`config.mk`:
```
export PLATFORM = sky130hd
export DESIGN_NAME = ppc_table
export DESIGN_NICKNAME = d
export VERILOG_FILES = /design/src/rtl/ppc_pkg.sv /design/src/rtl/ppc_table.sv
export VERILOG_INCLUDE_DIRS = /design/src /design/src/rtl
export SDC_FILE = /design/constraint.sdc
export NUM_CORES = 2
export LEC_CHECK = 0
export BUFFER_PORTS_ARGS = -buffer_cell sky130_fd_sc_hd__buf_2
export CAP_MARGIN = 0
export CORE_MARGIN = 5
export CORE_UTILIZATION = 55
export DETAILED_ROUTE_END_ITERATION = 7
export HOLD_SLACK_MARGIN = 0.02
export PLACE_DENSITY = 0.7
export SETUP_SLACK_MARGIN = 0.02
export SYNTH_ARGS = -nofsm -noshare
export SYNTH_HDL_FRONTEND = slang
export SYNTH_SLANG_ARGS = --single-unit
```
`constraint.sdc`:
```
create_clock -name clk_i -period 23.1 [get_ports clk_i]
set_input_delay 4.62 -clock clk_i [delete_from_list [all_inputs] [get_ports clk_i]]
set_output_delay 4.62 -clock clk_i [all_outputs]
set_load 0.005 [all_outputs]
```
`src/rtl/assert_macros.svh`:
```
// assertion helpers shared by the rtl
`ifndef ASSERT_MACROS_SVH
`define ASSERT_MACROS_SVH

// checked only while out of reset
`define PPC_ASSERT(name, prop, msg) \
  name: assert property (@(posedge clk_i) disable iff (!rst_ni) (prop)) else $error(msg);

// checked on every edge, reset included
`define PPC_ASSERT_ALWAYS(name, prop, msg) \
  name: assert property (@(posedge clk_i) (prop)) else $error(msg);

`endif

```
`src/rtl/ppc_pkg.sv`:
```
`default_nettype none
package ppc_pkg;

  // widest table index (page count up to 64k)
  localparam int unsigned IdxMaxW = 16;

  localparam logic [1:0] CMD_SET   = 2'd0;
  localparam logic [1:0] CMD_CHECK = 2'd1;
  localparam logic [1:0] CMD_FAULT = 2'd2;

  localparam logic [2:0] PERM_R = 3'h1;
  localparam logic [2:0] PERM_W = 3'h2;
  localparam logic [2:0] PERM_X = 3'h4;
  localparam logic [2:0] PERM_ALL = 3'h7;

  localparam logic [2:0] ST_OK        = 3'd0;
  localparam logic [2:0] ST_BAD_PAGE  = 3'd1;
  localparam logic [2:0] ST_FAULT     = 3'd2;
  localparam logic [2:0] ST_BAD_TYPE  = 3'd3;
  localparam logic [2:0] ST_VIOLATION = 3'd4;
  localparam logic [2:0] ST_NO_FRAME  = 3'd5;

  typedef struct packed {
    logic [1:0]  command;
    logic [15:0] page_number;
    logic [31:0] vaddr;
    logic [2:0]  permission_bits;
    logic [2:0]  acc_kind;
  } ppc_in_t;

  typedef struct packed {
    logic [2:0] status;
    logic [9:0] frame_idx;
  } ppc_out_t;

  typedef struct packed {
    logic       valid;
    logic [2:0] perms;
  } ppc_entry_t;

  typedef struct packed {
    logic               rd_en;
    logic [IdxMaxW-1:0] rd_addr;
    logic               wr_en;
    logic [IdxMaxW-1:0] wr_addr;
    ppc_entry_t         wr_data;
  } ppc_tbl_req_t;

endpackage
`default_nettype wire

```
`src/rtl/ppc_table.sv`:
```
`default_nettype none
`include "assert_macros.svh"
module ppc_table
  import ppc_pkg::*;
#(
  parameter int unsigned PAGE_COUNT = 1024
) (
  input  wire logic         clk_i,
  input  wire logic         rst_ni,
  input  wire ppc_tbl_req_t req_i,
  output ppc_entry_t        rd_data_o,
  output logic              ready_o
);

  localparam int unsigned AW = $clog2(PAGE_COUNT);

  ppc_entry_t     mem [PAGE_COUNT];
  ppc_entry_t     rd_data_q;
  logic           clearing_q, clearing_d;
  logic [AW-1:0]  clr_q, clr_d;
  logic           clr_last;

  // sweep after reset: every page invalid with full access
  assign clr_last = (32'(clr_q) == PAGE_COUNT - 1);

  always_comb begin
    clearing_d = clearing_q;
    clr_d      = clr_q;
    if (clearing_q) begin
      clr_d = clr_q + 1'b1;
      if (clr_last) begin
        clearing_d = 1'b0;
      end
    end
  end

  always_ff @(posedge clk_i or negedge rst_ni) begin
    if (!rst_ni) begin
      clearing_q <= 1'b1;
      clr_q      <= '0;
    end else begin
      clearing_q <= clearing_d;
      clr_q      <= clr_d;
    end
  end

  always_ff @(posedge clk_i) begin
    if (clearing_q) begin
      mem[clr_q] <= '{valid: 1'b0, perms: PERM_ALL};
    end else if (req_i.wr_en) begin
      mem[req_i.wr_addr[AW-1:0]] <= req_i.wr_data;
    end
  end

  always_ff @(posedge clk_i) begin
    if (req_i.rd_en) begin
      rd_data_q <= mem[req_i.rd_addr[AW-1:0]];
    end
  end

  assign rd_data_o = rd_data_q;
  assign ready_o   = !clearing_q;

  `PPC_ASSERT(a_no_wr_while_clear, clearing_q |-> !req_i.wr_en, "write during clear sweep")
  `PPC_ASSERT(a_no_rd_wr_overlap, !(req_i.rd_en && req_i.wr_en), "read and write overlap")
  `PPC_ASSERT(a_clear_ends_at_last, $fell(clearing_q) |-> $past(clr_last), "sweep ended early")

endmodule
`default_nettype wire

```
==> flow_metrics.py <==
metrics = {
    "status": {
        "status": "finished clean",
    },
    "power_and_ir_drop": {
        "power.leakage_uw": 0.0584,
        "cellPowerDensity_nw_per_um2": 85.7,
        "max-vdd-ir-drop_mv": 0.0636,
    },
    "synthesis": {
        "synth_largest_area_cell": "edfxtp_1",
        "yosysSeqAreaShare": 0.759,
        "yosys.cell_types.count": 67,
        "synth_top_cell_area_share": 0.757,
        "yosysWarnings": 0,
        "avgSynthCellArea_um2": 19.7,
        "synthesis.nets": 8280,
        "synth-main-ff-cell": "edfxtp_1",
        "synth_seq_cells": 4111,
        "synth-edff-count": 4100,
        "syn_inst": 8239,
        "syn-cell-area_um2": 163000,
        "synth_area_leaders": "edfxtp_1, mux4_2, mux2i_1",
        "synthArstFlopShare": 0.00268,
    },
    "worst_setup_path": {
        "r2r_cells": 6,
        "path_cells": "buf_12 > buf_12 > buf_12 > buf_4 > buf_12 > mux2i_1 > o221ai_1 > o31ai_1 > a311oi_1 > o21ai_0 > a311oi_1 > o311a_1 > a311o_1",
        "cp.required_ns": 23.84,
        "critPathMaxFanout": 100,
        "timing.rr.start": "clearing_q$_DFF_PN1_",
        "worstSetupStartpointType": "input pin",
        "worst_path_most_repeated_cell": "buf_12",
        "cp_slowest_cell": "a311oi_1",
        "cp-end-kind": "register",
        "max_stage_delay_ns": 1.10,
        "cp-startpoint": "req_i[21]",
        "criticalPathCategory": "in -> reg",
        "rrSetupSlack_ns": 17.80,
        "cp.buffers_inverters": 5,
        "critical_path_arrival_ns": 11.28,
        "crit_family": "buffers and inverters",
        "r2r-end": "mem[213][3]$_DFFE_PP_",
    },
    "final_layout": {
        "syn_to_final_growth_pct": 10.4,
        "layout_common_cells": "edfxtp_1, nor2_1, mux4_2",
        "final_common_cell": "edfxtp_1",
        "stdcell_count": 12500,
        "drive_above_1_share": 0.208,
        "nets": 8326,
    },
    "place": {
        "post-dp-hpwl_um": 244000,
        "post-place-cells": 11800,
        "io_buffers": 32,
        "globalplace.congestion": 0.842,
    },
    "drt": {
        "wl_per_cell_um": 33.3,
        "dr.pass1.iters": 8,
        "routed_via_density": 6.62,
        "ant_nets": 0,
        "drtIter0Drc": 11900,
        "drc_errors": 0,
        "totalWireLength_um": 417000,
        "num_vias": 83000,
    },
    "clock_tree": {
        "post_cts_buffers": 0,
        "clk_path_buf_depth": 4,
        "clk_pin_slew_ns": 0.06,
        "cts-root-buf": "clkbuf_16",
        "hold_buffers": 0,
        "cts_tree": "yes",
        "post_cts_resized": 0,
        "h-tree-depth": 5,
        "numCtsBuffers": 397,
        "clkSinkCount": 4111,
        "worstSkewPairLatency_ns": 0.91,
    },
    "worst_hold_path": {
        "hp-start": "clr_q[7]$_DFFE_PN0P_",
        "holdCritPathClass": "reg -> reg",
        "hold_path_end": "clr_q[7]$_DFFE_PN0P_",
        "hold_path_depth": 1,
    },
    "floorplanning": {
        "die_y_um": 554,
        "row_count": 199,
        "ios": 45,
        "dieWidth_um": 554,
        "core_area_um2": 294000,
        "die_area_um2": 307000,
        "start_util": 0.553,
    },
    "sta": {
        "period_minus_slack_ns": 10.54,
        "fmax_mhz": 94.9,
        "finalSetupTns_ns": 0,
        "rsz0062_at_grt": "false",
        "slew_viol_final": 0,
        "skew_ns": 0.0452,
        "hold_violations": 0,
        "timing.slew.headroom": 0.107,
        "worst_pin_slew_ns": 1.34,
        "setup_viol": 0,
        "period_share": 0.456,
    },
    "global_routing": {
        "grt_pass1_vias": 83400,
        "grt_start_max_net_pins": 237,
        "grt_pass1_wl_um": 599000,
        "grt_overflow": 0,
        "antenna_found_initial": 25,
        "grt_use_total": 0.270,
    },
    "run": {
        "maxCapViolations": 0,
    },
}
[routing by layer]
| layer | routed length [um] | global-route usage | vias up |
|---|---|---|---|
| li1 | - | - | 33800 |
| met1 | 153000 | 0.376 | 43400 |
| met2 | 200000 | 0.427 | 4954 |
| met3 | 46000 | 0.0567 | 856 |
| met4 | 17400 | 0.102 | 18 |
| met5 | 118 | 0 | - |
[final cells by class]
type | count | area [um^2]
sequential | 4111 | 123000
fill | 20200 | 115000
multi-input combinational | 3542 | 36500
clock buffer | 470 | 10400
tap | 3919 | 4900
clock inverter | 247 | 2530
timing repair buffer | 224 | 1830
inverter | 9 | 51.3
antenna | 16 | 40.0
[sequential cells by signal, indices dropped and copies added, names as in the netlist]
| signal | count |
|---|---|
| clearing_q | 1 |
| clr_q | 10 |
| mem | 4096 |
| rd_data_o | 4 |
[power by group]
part           switching [uW]  internal [uW]  total [uW]
clock network            2730           3740        6480
logic                     475            234         709
registers                1.27           8210        8210
[Yosys cell counts, types with 8 or more instances]
library cell  instances
a21oi_1             114
nor2_1             1110
nor2b_1               9
edfxtp_1           4100
buf_6                77
mux2i_1             453
mux4_2              926
a22oi_1              34
nand2b_1              9
nand3_1              32
buf_2                75
o211ai_1             11
buf_4                59
a31oi_1              17
a211oi_1             20
nor3_1               81
nor4_1               18
o22ai_1             103
dfrtp_1              10
a311oi_1              8
o21ai_0              73
clkbuf_1            284
and2_1               24
o221ai_1            173
nand2_1             189
a2111oi_0            19
buf_1                78
o31ai_1              13
[logic make-up (layout without fill, tap and decap cells)]
| group | Yosys count | after routing | share of synthesized area |
|---|---|---|---|
| flops | 4111 | 4111 | 0.759 |
| simple gates | 1511 | 1511 | 0.0374 |
| mux | 1386 | 1386 | 0.157 |
| compound gates | 635 | 635 | 0.0276 |
| buf+inv | 586 | 950 | 0.0193 |
| xor+xnor | 9 | 9 | 0.000485 |
| fa+ha+maj | 1 | 1 | 0.0000769 |
| other cells | 0 | 16 | 0 |
[how the worst max path moves through the flow]
stage	slack, ns	end	cells after the start
after floorplan	1.87	mem[0][3]$_DFFE_PP_	5
after global placement	11.54	rd_data_o[3]$_DFFE_PP_	13
after detailed placement	11.51	rd_data_o[0]$_DFFE_PP_	11
after CTS	12.47	rd_data_o[0]$_DFFE_PP_	11
after global routing	11.96	rd_data_o[3]$_DFFE_PP_	13
final	12.56	rd_data_o[3]$_DFFE_PP_	13
[worst reg2reg max path: stages, from the launching register on]
cell,delay [ns]
dfstp_2,0.43
nor2b_4,0.27
and2_4,0.70
buf_4,0.72
buf_4,1.01
buf_4,1.09
buf_4,0.73
[through the flow]
stage          instance area [um^2]  total power (uW)  hold slack [ns]  setup WS [ns]   util
6_report                     180000             15400            0.523          12.56  0.610
4_1_cts                      180000             15400            0.516          12.47  0.610
3_5_place_dp                 167000              9070            0.507          11.51  0.566
2_1_floorplan                163000              8970            0.481           1.87      -
5_1_grt                      180000             15800            0.562          11.96  0.610
3_3_place_gp                 167000              9060            0.505          11.54  0.566
(Power assumes the default switching activity.)
