File: src/rtl/assert_macros.svh
// assertion helpers shared by the rtl
`ifndef ASSERT_MACROS_SVH
`define ASSERT_MACROS_SVH

// checked only while out of reset
`define PPC_ASSERT(name, prop, msg) \
  name: assert property (@(posedge clk_i) disable iff (!rst_ni) (prop)) else $error(msg);

// checked on every edge, reset included
`define PPC_ASSERT_ALWAYS(name, prop, msg) \
  name: assert property (@(posedge clk_i) (prop)) else $error(msg);

`endif

File: src/rtl/ppc_pkg.sv
`default_nettype none
package ppc_pkg;

  // widest table index (page count up to 64k)
  localparam int unsigned IdxMaxW = 16;

  localparam logic [1:0] CMD_SET   = 2'd0;
  localparam logic [1:0] CMD_CHECK = 2'd1;
  localparam logic [1:0] CMD_FAULT = 2'd2;

  localparam logic [2:0] PERM_R = 3'h1;
  localparam logic [2:0] PERM_W = 3'h2;
  localparam logic [2:0] PERM_X = 3'h4;
  localparam logic [2:0] PERM_ALL = 3'h7;

  localparam logic [2:0] ST_OK        = 3'd0;
  localparam logic [2:0] ST_BAD_PAGE  = 3'd1;
  localparam logic [2:0] ST_FAULT     = 3'd2;
  localparam logic [2:0] ST_BAD_TYPE  = 3'd3;
  localparam logic [2:0] ST_VIOLATION = 3'd4;
  localparam logic [2:0] ST_NO_FRAME  = 3'd5;

  typedef struct packed {
    logic [1:0]  command;
    logic [15:0] page_number;
    logic [31:0] vaddr;
    logic [2:0]  permission_bits;
    logic [2:0]  acc_kind;
  } ppc_in_t;

  typedef struct packed {
    logic [2:0] status;
    logic [9:0] frame_idx;
  } ppc_out_t;

  typedef struct packed {
    logic       valid;
    logic [2:0] perms;
  } ppc_entry_t;

  typedef struct packed {
    logic               rd_en;
    logic [IdxMaxW-1:0] rd_addr;
    logic               wr_en;
    logic [IdxMaxW-1:0] wr_addr;
    ppc_entry_t         wr_data;
  } ppc_tbl_req_t;

endpackage
`default_nettype wire

File: src/rtl/ppc_ctrl.sv
`default_nettype none
`include "assert_macros.svh"
module ppc_ctrl
  import ppc_pkg::*;
#(
  parameter int unsigned PAGE_COUNT  = 1024,
  parameter int unsigned FRAME_COUNT = 1024,
  parameter int unsigned PAGE_BYTES  = 4096
) (
  input  wire logic       clk_i,
  input  wire logic       rst_ni,
  input  wire logic       in_valid_i,
  output logic            in_ready_o,
  input  wire ppc_in_t    in_i,
  output logic            out_valid_o,
  input  wire logic       out_ready_i,
  output ppc_out_t        out_o,
  input  wire logic       tbl_ready_i,
  input  wire ppc_entry_t tbl_rd_i,
  output ppc_tbl_req_t    tbl_req_o
);

  // page size is a power of two, so the page is a shift of the address
  localparam int unsigned PageShift = $clog2(PAGE_BYTES);
  localparam int unsigned CW        = $clog2(FRAME_COUNT + 1);

  typedef enum logic {
    S_IDLE,
    S_UPDATE
  } state_e;

  state_e             state_q, state_d;
  logic [1:0]         cmd_q;
  logic [2:0]         perms_q, kind_q;
  logic               in_range_q;
  logic [IdxMaxW-1:0] idx_q;
  logic [CW-1:0]      next_frame_q, next_frame_d;
  logic               out_valid_q, out_valid_d;
  ppc_out_t           out_q, out_d;

  logic [31:0]        page_sel;
  logic               in_range;
  logic               accept;
  logic               done;
  logic               kind_ok;
  logic               frames_left;
  logic [31:0]        frame_ext;
  logic               wr_en;
  ppc_entry_t         wr_data;

  assign in_ready_o = (state_q == S_IDLE) && tbl_ready_i;
  assign accept     = in_valid_i && in_ready_o;

  assign page_sel = (in_i.command == CMD_CHECK) ? (in_i.vaddr >> PageShift)
                                                : 32'(in_i.page_number);
  assign in_range = page_sel < 32'(PAGE_COUNT);

  // update may finish once the output word is free
  assign done        = (state_q == S_UPDATE) && (!out_valid_q || out_ready_i);
  assign kind_ok     = (kind_q == PERM_R) || (kind_q == PERM_W) || (kind_q == PERM_X);
  assign frames_left = next_frame_q < CW'(FRAME_COUNT);
  assign frame_ext   = 32'(next_frame_q);

  always_comb begin
    state_d      = state_q;
    next_frame_d = next_frame_q;
    out_valid_d  = out_valid_q;
    out_d        = out_q;
    wr_en        = 1'b0;
    wr_data      = '{valid: 1'b1, perms: perms_q};

    if (out_valid_q && out_ready_i) begin
      out_valid_d = 1'b0;
    end

    unique case (state_q)
      S_IDLE: begin
        if (accept) begin
          state_d = S_UPDATE;
        end
      end
      S_UPDATE: begin
        if (done) begin
          state_d     = S_IDLE;
          out_valid_d = 1'b1;
          out_d       = '{status: ST_OK, frame_idx: '0};
          case (cmd_q)
            CMD_SET: begin
              if (!in_range_q) begin
                out_d.status = ST_BAD_PAGE;
              end else begin
                wr_en = 1'b1;
              end
            end
            CMD_CHECK: begin
              if (!in_range_q) begin
                out_d.status = ST_BAD_PAGE;
              end else if (!tbl_rd_i.valid) begin
                out_d.status = ST_FAULT;
              end else if (!kind_ok) begin
                out_d.status = ST_BAD_TYPE;
              end else if ((tbl_rd_i.perms & kind_q) != kind_q) begin
                out_d.status = ST_VIOLATION;
              end
            end
            CMD_FAULT: begin
              if (!in_range_q) begin
                out_d.status = ST_BAD_PAGE;
              end else if (!frames_left) begin
                out_d.status = ST_NO_FRAME;
              end else begin
                // keep permissions, only mark the page present
                wr_en           = 1'b1;
                wr_data         = '{valid: 1'b1, perms: tbl_rd_i.perms};
                out_d.frame_idx = frame_ext[9:0];
                next_frame_d    = next_frame_q + 1'b1;
              end
            end
            default: begin
              out_d.status = ST_OK;
            end
          endcase
        end
      end
      default: begin
        state_d = S_IDLE;
      end
    endcase
  end

  always_ff @(posedge clk_i or negedge rst_ni) begin
    if (!rst_ni) begin
      state_q      <= S_IDLE;
      next_frame_q <= '0;
      out_valid_q  <= 1'b0;
      out_q        <= '0;
      cmd_q        <= '0;
      perms_q      <= '0;
      kind_q       <= '0;
      in_range_q   <= 1'b0;
      idx_q        <= '0;
    end else begin
      state_q      <= state_d;
      next_frame_q <= next_frame_d;
      out_valid_q  <= out_valid_d;
      out_q        <= out_d;
      if (accept) begin
        cmd_q      <= in_i.command;
        perms_q    <= in_i.permission_bits;
        kind_q     <= in_i.acc_kind;
        in_range_q <= in_range;
        idx_q      <= page_sel[IdxMaxW-1:0];
      end
    end
  end

  assign tbl_req_o = '{rd_en:   accept,
                       rd_addr: page_sel[IdxMaxW-1:0],
                       wr_en:   wr_en,
                       wr_addr: idx_q,
                       wr_data: wr_data};

  assign out_valid_o = out_valid_q;
  assign out_o       = out_q;

  `PPC_ASSERT(a_accept_to_update, accept |=> (state_q == S_UPDATE), "accept did not start update")
  `PPC_ASSERT(a_frame_bound, next_frame_q <= CW'(FRAME_COUNT), "frame counter overran")
  `PPC_ASSERT(a_word_from_update, $rose(out_valid_q) |-> $past(done), "word without update")
  `PPC_ASSERT(a_write_in_update, wr_en |-> (done && in_range_q), "table write outside update")

endmodule
`default_nettype wire

File: config.mk
export PLATFORM = sky130hd
export DESIGN_NAME = ppc_ctrl
export DESIGN_NICKNAME = d
export VERILOG_FILES = /design/src/rtl/ppc_pkg.sv /design/src/rtl/ppc_ctrl.sv
export VERILOG_INCLUDE_DIRS = /design/src /design/src/rtl
export SDC_FILE = /design/constraint.sdc
export NUM_CORES = 1
export LEC_CHECK = 0
export ABC_AREA = 0
export BUFFER_PORTS_ARGS = -buffer_cell sky130_fd_sc_hd__buf_2
export CORE_ASPECT_RATIO = 0.6
export CORE_MARGIN = 2
export CORE_UTILIZATION = 42
export CTS_CLUSTER_SIZE = 30
export DETAILED_ROUTE_END_ITERATION = 8
export MAX_ROUTING_LAYER = met4
export PLACE_DENSITY = 0.77
export SLEW_MARGIN = 20
export SYNTH_ARGS = -nofsm -noshare
export SYNTH_HDL_FRONTEND = slang
export SYNTH_SLANG_ARGS = --single-unit
File: constraint.sdc
create_clock -name clk_i -period 1.35 [get_ports clk_i]
set_clock_uncertainty 0.05 [all_clocks]
set_input_delay 0.0675 -clock clk_i [delete_from_list [all_inputs] [get_ports clk_i]]
set_output_delay 0.0675 -clock clk_i [all_outputs]
set_load 0.05 [all_outputs]
==> results.toml, run 1 <==
[timing]
rsz0062_at_grt = "true"
timing.hold.ws_ns = 0.0245
hold_viol = 0
min_period_over_period_pct = 133
timing.final.max_slew_violations = 0
timing_worst_slew_pin_value_ns = 0.551
timing.final.setup_violations = 53
clock.fmax_ghz = 0.558
final_worst_setup_slack_ns = -0.442
timing.slew.headroom_pct = 63.3
period_needed_ns = 1.79

[clock_network]
clock_buffer_depth = 2
cts_tree = "built"
cts_root_buf = "sky130_fd_sc_hd__clkbuf_8"
clock_sinks = 51
clk-insertion-delay-late_ns = 0.31
numCtsBuffers = 5
htree_num_levels = 2
clkSlewWorstSetupHoldPaths_ns = 0.10

[final_layout]
finish.net_count = 467
area.sequential_um2 = 1280
n_antenna_cell = 0
area_of_combinational_cells_with_multiple_inputs_um2 = 1320
final_layout_size_suffix_gt1_share_pct = 58.5
fin_area_um2 = 3990
syn_to_final_growth_pct = 63.4
fill_cell_count = 386
final_core_utilization_pct = 71.3

[yosys]
synth_area_um2 = 2440
synth.ff_latch_count = 51
synth.avg_cell_area_um2 = 10.1
synth-warning-count = 0
syn-instance-count = 241
synth_cell_types = 36
post_syn_nets = 307
seq_area_frac_synth_pct = 52.2

[critical_path]
setup.worst_path.class = "flip-flop to output pin"
worst-endpoint-arrival_ns = 1.67
critical_path.endpoint_type = "output pin"
start_kind = "flip-flop"
worst-endpoint-required_ns = 1.23
critical_path_peak_fanout = 4

[detailed_routing]
routed_wire_length_per_instance_um = 17.0
final_antenna_net_count = 0
wirelength_mm = 8.21
drt_first_iter_violations = 94
firstDrtPassIters = 4
via_per_inst = 5.16
detailroute.via_count = 2487
drcViolationCount = 0

[global_routing]
grt_max_degree = 24
grtUsageTotal_pct = 22.9
grt.met2_usage_pct = 35.0
grt_overflow = 0
grtUsageMet1_pct = 31.5
busiest_layer = "met2"
first_pass_grt_wire_length_mm = 11.1
groute.layer.met3.usage_pct = 4.88
grt_antenna_before_repair = 0
grt_pass1_vias = 2239

[floorplanning]
area_enclosed_by_the_die_boundary_um2 = 6460
floorplan.initialDensity_pct = 43.7
io_pins = 118
die_width_um = 102
core_um2 = 5600
number_of_rows_in_the_core_area = 21
die-height_um = 63.1

[outcome]
outcome = "complete, but fails checks"
failed_checks = "setup timing"

[place]
globalplace.congestion = 0.801
io_buffers = 104
postPlaceCellArea_um2 = 3260
dpl.hpwl_mm = 4.86

[pwr]
power.density_nw_per_um2 = 1200
power.leakage_nw = 2.11
power.ir.vdd_worst_mv = 0.660

[hold_path]
min_path_type = "input pin to flip-flop"

[job]
cap_violations = 0
## layout make-up
| class | count | share of cell area (%) |
|---|---|---|
| clock buffer | 7 | 2.16 |
| sequential | 51 | 32.1 |
| tap | 80 | 2.51 |
| inverter | 4 | 0.564 |
| clock inverter | 1 | 0.219 |
| timing repair buffer | 166 | 29.3 |
| multi-input combinational | 173 | 33.1 |
## repair_timing
action | CTS | global route
cloned | 0 | 1
setup buffers | 8 | 9
setup endpoints to repair | 29 | 54
endpoints found under the hold margin | 29 | 0
pin swaps | 10 | 38
resized for setup | 39 | 51
hold buffers | 14 | 0
## power by group
| part | total (mW) | internal (mW) | switching, mW |
|---|---|---|---|
| logic | 1.93 | 0.687 | 1.25 |
| clock network | 0.941 | 0.421 | 0.520 |
| registers | 1.93 | 1.73 | 0.199 |
## stage by stage
step	TNS (ns)	setup slack, ns	instances	power, mW
detailed placement	-2.54	-0.266	443	3.45
finish	-10.03	-0.442	482	4.80
CTS	-6.30	-0.423	473	4.55
global placement	-1.74	-0.172	443	3.42
floorplan	-3.04	-0.134	241	2.99
global route	-12.12	-0.480	482	5.01
## registers in the layout, summed over array words and instances (netlist names)
name          count
idx_q            16
out_o            13
next_frame_q     11
kind_q            3
perms_q           3
cmd_q             2
in_range_q        1
out_valid_o       1
state_q           1
## cell usage in the layout, fill, tap and decap left out, types with 3 or more instances in the layout
master / Yosys / routed
sky130_fd_sc_hd__a21oi_1: 5 / 4
sky130_fd_sc_hd__a22o_1: 9 / 9
sky130_fd_sc_hd__buf_12: 1 / 4
sky130_fd_sc_hd__buf_2: 6 / 98
sky130_fd_sc_hd__buf_4: 4 / 33
sky130_fd_sc_hd__buf_6: 1 / 14
sky130_fd_sc_hd__clkbuf_8: 0 / 6
sky130_fd_sc_hd__dfrtp_1: 51 / 46
sky130_fd_sc_hd__dfrtp_2: 0 / 5
sky130_fd_sc_hd__dlygate4sd3_1: 0 / 14
sky130_fd_sc_hd__inv_1: 3 / 3
sky130_fd_sc_hd__mux2_2: 19 / 16
sky130_fd_sc_hd__mux2_4: 1 / 4
sky130_fd_sc_hd__nand2_1: 83 / 56
sky130_fd_sc_hd__nand2_2: 0 / 19
sky130_fd_sc_hd__nand2_4: 0 / 7
sky130_fd_sc_hd__nand3_1: 4 / 3
sky130_fd_sc_hd__nand4_1: 5 / 5
sky130_fd_sc_hd__nor2_1: 4 / 3
sky130_fd_sc_hd__nor3_2: 3 / 3
sky130_fd_sc_hd__nor3_4: 0 / 3
sky130_fd_sc_hd__nor4_1: 3 / 3
sky130_fd_sc_hd__xnor2_1: 5 / 4
sky130_fd_sc_hd__xor2_1: 4 / 3
## worst paths after layout
check,start,to,slack (ns),cells after the start
max,cmd_q[0],tbl_req_o[2],-0.44,4
min,in_i[29],in_range_q,0.02,4
max reg2reg,cmd_q[0],next_frame_q[3],-0.44,7
min reg2reg,idx_q[4],idx_q[4],0.42,2
max in group asynchronous,rst_ni,next_frame_q[2],0.45,3
min in group asynchronous,rst_ni,idx_q[8],0.22,2
## worst max-delay path, stage by stage (launching register included)
cell and delay, ns:
sky130_fd_sc_hd__dfrtp_1 0.39, sky130_fd_sc_hd__and4bb_4 0.37, sky130_fd_sc_hd__nand3_4 0.13, sky130_fd_sc_hd__mux2_4 0.33, sky130_fd_sc_hd__buf_6 0.15
## cell families (layout without fill, tap and decap cells)
logic type                 count (synthesis)  count (layout)  share of synthesized area (%)
AOI/OAI and AO/OA                         22              22                           6.30
xor gates and xnor gates                  10              10                           3.89
and+or+nand+nor                          119             119                           23.0
adders and majority gates                  1               1                          0.512
DFF                                       51              51                           52.2
muxes                                     20              20                           9.37
other                                      1               1                          0.153
buffers and inverters                     17             178                           4.51
## synth_stat cells
cell / count / area [um2]
sky130_fd_sc_hd__a211o_1: 1 / 8.76
sky130_fd_sc_hd__a21oi_1: 5 / 25.0
sky130_fd_sc_hd__a22o_1: 9 / 78.8
sky130_fd_sc_hd__a31o_1: 1 / 8.76
sky130_fd_sc_hd__and3_1: 2 / 12.5
sky130_fd_sc_hd__and4bb_4: 1 / 16.3
sky130_fd_sc_hd__buf_12: 1 / 20.0
sky130_fd_sc_hd__buf_2: 6 / 30.0
sky130_fd_sc_hd__buf_4: 4 / 30.0
sky130_fd_sc_hd__buf_6: 1 / 11.3
sky130_fd_sc_hd__clkbuf_1: 1 / 3.75
sky130_fd_sc_hd__conb_1: 1 / 3.75
sky130_fd_sc_hd__dfrtp_1: 51 / 1280
sky130_fd_sc_hd__ha_1: 1 / 12.5
sky130_fd_sc_hd__inv_1: 3 / 11.3
sky130_fd_sc_hd__inv_2: 1 / 3.75
sky130_fd_sc_hd__mux2_2: 19 / 214
sky130_fd_sc_hd__mux2_4: 1 / 15.0
sky130_fd_sc_hd__nand2_1: 83 / 312
sky130_fd_sc_hd__nand2b_1: 1 / 6.26
sky130_fd_sc_hd__nand3_1: 4 / 20.0
sky130_fd_sc_hd__nand3_2: 1 / 10.0
sky130_fd_sc_hd__nand3_4: 1 / 17.5
sky130_fd_sc_hd__nand4_1: 5 / 31.3
sky130_fd_sc_hd__nand4b_1: 1 / 8.76
sky130_fd_sc_hd__nor2_1: 4 / 15.0
sky130_fd_sc_hd__nor2b_1: 3 / 18.8
sky130_fd_sc_hd__nor3_1: 4 / 20.0
sky130_fd_sc_hd__nor3_2: 3 / 30.0
sky130_fd_sc_hd__nor4_1: 3 / 18.8
sky130_fd_sc_hd__nor4b_1: 3 / 26.3
sky130_fd_sc_hd__o211ai_1: 1 / 7.51
sky130_fd_sc_hd__o21ai_0: 5 / 25.0
sky130_fd_sc_hd__xnor2_1: 5 / 43.8
sky130_fd_sc_hd__xnor2_2: 1 / 16.3
sky130_fd_sc_hd__xor2_1: 4 / 35.0
## routing by layer
layer | part of all wire, % | vias to the layer above | routed length [um]
met5 | 0 | - | 0
met3 | 6.7 | 18 | 550
met1 | 43 | 1221 | 3530
met2 | 48 | 115 | 3970
li1 | - | 1133 | -
met4 | 1.8 | 0 | 150
Power figures use the tool's default switching activity.
==> inputs of run 2 (changes only) <==
SETUP_SLACK_MARGIN = 0.1   (was unset)
==> run 2 against run 1 <==
Effect of this change: the run still ends with setup timing left; die area unchanged; non-clock buffer count down 4; combinational power up 3%; core utilization up 1.4 points; clock power down 6.1%; sequential power about the same; first-iteration DRC count up 43%; register-to-register slack better by 0.03 ns; clock-buffer cell count down 1; wire length up 5.3%; critical endpoint is now tbl_req_o[0]; largest cell class unchanged; largest power group is now combinational cells; highest routed layer unchanged.
==> results.toml, run 2 (synthesized netlist as in run 1, its figures left out) <==
[floorplanning]
die_width_um = 102
floorplan.initialDensity_pct = 43.7
die-height_um = 63.1
core_um2 = 5600
io_pins = 118
number_of_rows_in_the_core_area = 21
area_enclosed_by_the_die_boundary_um2 = 6460

[final_layout]
final_core_utilization_pct = 72.7
final_layout_size_suffix_gt1_share_pct = 63.3
mostFrequentLayoutCell = "sky130_fd_sc_hd__buf_2"
mostFrequentLayoutCells = "98 x sky130_fd_sc_hd__buf_2, 46 x sky130_fd_sc_hd__dfrtp_1, 36 x sky130_fd_sc_hd__nand2_1, 36 x sky130_fd_sc_hd__nand2_2, 20 x sky130_fd_sc_hd__buf_6"
largest_register_ffs = 16
syn_to_final_growth_pct = 66.6
finish.net_count = 463
n_antenna_cell = 0
cell_count_final_fillers_out = 478
largest-register = "idx_q"

[critical_path]
critical_path_depth = 4
worst-endpoint-arrival_ns = 1.67
timing.rr.end = "next_frame_q[3]"
critical_path.max_stage_delay_ns = 0.40
setup.worst_path.class = "flip-flop to output pin"
critical_path.cell_chain = "and4bb_4, nand3_4, mux2_4, buf_6"
timing.rr.start = "next_frame_q[10]"
cp_top_family = "simple AND/OR/NAND/NOR gates"
crit_slowest_cell = "sky130_fd_sc_hd__dfrtp_1"
critical_path_peak_fanout = 4
reg2reg_setup_slack_ns = -0.41
worst-endpoint-required_ns = 1.23
critical_path.endpoint_type = "output pin"
r2r.worst_path.cells = 7
cp.buffers_inverters = 1
start_kind = "flip-flop"

[timing]
timing.slew.headroom_pct = 50.6
rsz0062_at_grt = "true"
timing.final.max_slew_violations = 0
clock.fmax_ghz = 0.560
fin_setup_tns_ns = -9.13
timing.final.setup_violations = 53
period_needed_ns = 1.79
final_worst_setup_slack_ns = -0.436
min_period_over_period_pct = 132
timing_worst_slew_pin_value_ns = 0.734
hold_viol = 0

[place]
globalplace.congestion = 0.834
place.detailed.instances = 437
dpl.hpwl_mm = 4.72
io_buffers = 104

[pwr]
power.switching_fraction_pct = 41.6
power.density_nw_per_um2 = 1180
clock_power_share_pct = 18.4
power.share.combinational_pct = 41.3
power.leakage_nw = 2.12
cellInternalPower_mw = 2.81
p_sw_mw = 2.00
power.ir.vdd_worst_mv = 0.738
design_power_total_mw = 4.81
power.share.sequential_pct = 40.3

[clock_network]
clock_sinks = 51
numCtsBuffers = 5
clock_buffer_depth = 2
clk-insertion-delay-late_ns = 0.32
htree_num_levels = 2
cts_tree = "built"
clkSlewWorstSetupHoldPaths_ns = 0.09
cts_root_buf = "sky130_fd_sc_hd__clkbuf_8"

[hold_path]
timing.hold.worst.start = "in_i[23]"
hold_endpoint = "idx_q[5]"
worst_hold_path.num_cells = 4
min_path_type = "input pin to flip-flop"

[global_routing]
grt_pass1_vias = 2474
first_pass_grt_wire_length_mm = 12.0
grtUsageTotal_pct = 25.3
grt_antenna_before_repair = 0
grt_max_degree = 52
grt_overflow = 0

[detailed_routing]
firstDrtPassIters = 4
drcViolationCount = 0
routed_wire_length_per_instance_um = 18.1
detailroute.via_count = 2550
wirelength_mm = 8.64
via_per_inst = 5.33
final_antenna_net_count = 0
drt_first_iter_violations = 134

[job]
cap_violations = 0

[outcome]
outcome = "complete, but fails checks"
failed_checks = "setup timing"
run 2: cell count changes in the layout (fill, tap and decap cells not counted), moves of 4 or more:
cell / delta
sky130_fd_sc_hd__buf_6: +6
sky130_fd_sc_hd__buf_8: +4
sky130_fd_sc_hd__buf_4: -14
sky130_fd_sc_hd__nand2_1: -20
sky130_fd_sc_hd__nand2_2: +17
sky130_fd_sc_hd__nand2_4: +4
run 2: timing repair:
action                                 in CTS  in global routing
gates cloned                                1                  0
hold buffers                               15                  0
setup buffers                              18                  3
pin swaps                                  46                 32
setup endpoints to repair                  45                 56
endpoints found under the hold margin      61                  0
gates resized for setup                    80                 52
run 2: through the flow:
stage / hold WS, ns / cell area (um2) / setup WS, ns
floorplan: -0.278 / 2540 / -0.134
global placement: 0.0245 / 3230 / -0.176
detailed placement: 0.0285 / 3230 / -0.273
CTS: 0.00895 / 3870 / -0.422
global route: 0.0480 / 4070 / -0.504
finish: 0.0397 / 4070 / -0.436
run 2: worst max-delay path by stage:
stage / to / from
6_report: tbl_req_o[0] / next_frame_q[10]
5_1_grt: tbl_req_o[0] / next_frame_q[10]
4_1_cts: tbl_req_o[0] / cmd_q[0]
3_5_place_dp: next_frame_q[5] / next_frame_q[10]
3_3_place_gp: next_frame_q[6] / next_frame_q[10]
2_1_floorplan: out_o[2] / out_valid_o
run 2: area by class of cell:
cell class | instances | area [um2]
fill | 367 | 1530
clock buffer | 6 | 72.6
clock inverter | 2 | 12.5
sequential | 51 | 1280
inverter | 4 | 22.5
multi-input combinational | 173 | 1400
timing repair buffer | 162 | 1190
tap | 80 | 100
run 2: power groups by stage:
stage | Clock [mW] | Combinational [mW] | Sequential, mW
final | 0.884 | 1.99 | 1.94
after detailed placement | 0 | 1.54 | 1.91
after CTS | 0.891 | 1.78 | 1.91
after floorplan | 0 | 0.673 | 2.32
after global placement | 0 | 1.51 | 1.90
after global routing | 0.972 | 2.07 | 1.97
run 2: tightest hold or removal path: stages:
cell and delay, ns:
sky130_fd_sc_hd__buf_2 0.07, sky130_fd_sc_hd__mux2_2 0.15, sky130_fd_sc_hd__nand2_2 0.04, sky130_fd_sc_hd__nand2_1 0.04
run 2: routing by layer:
metal / share of wire, % / track usage (%)
met2: 49 / 38.9
met3: 6.8 / 4.99
met4: 4.4 / 12.2
met5: 0 / -
met1: 40 / 32.1
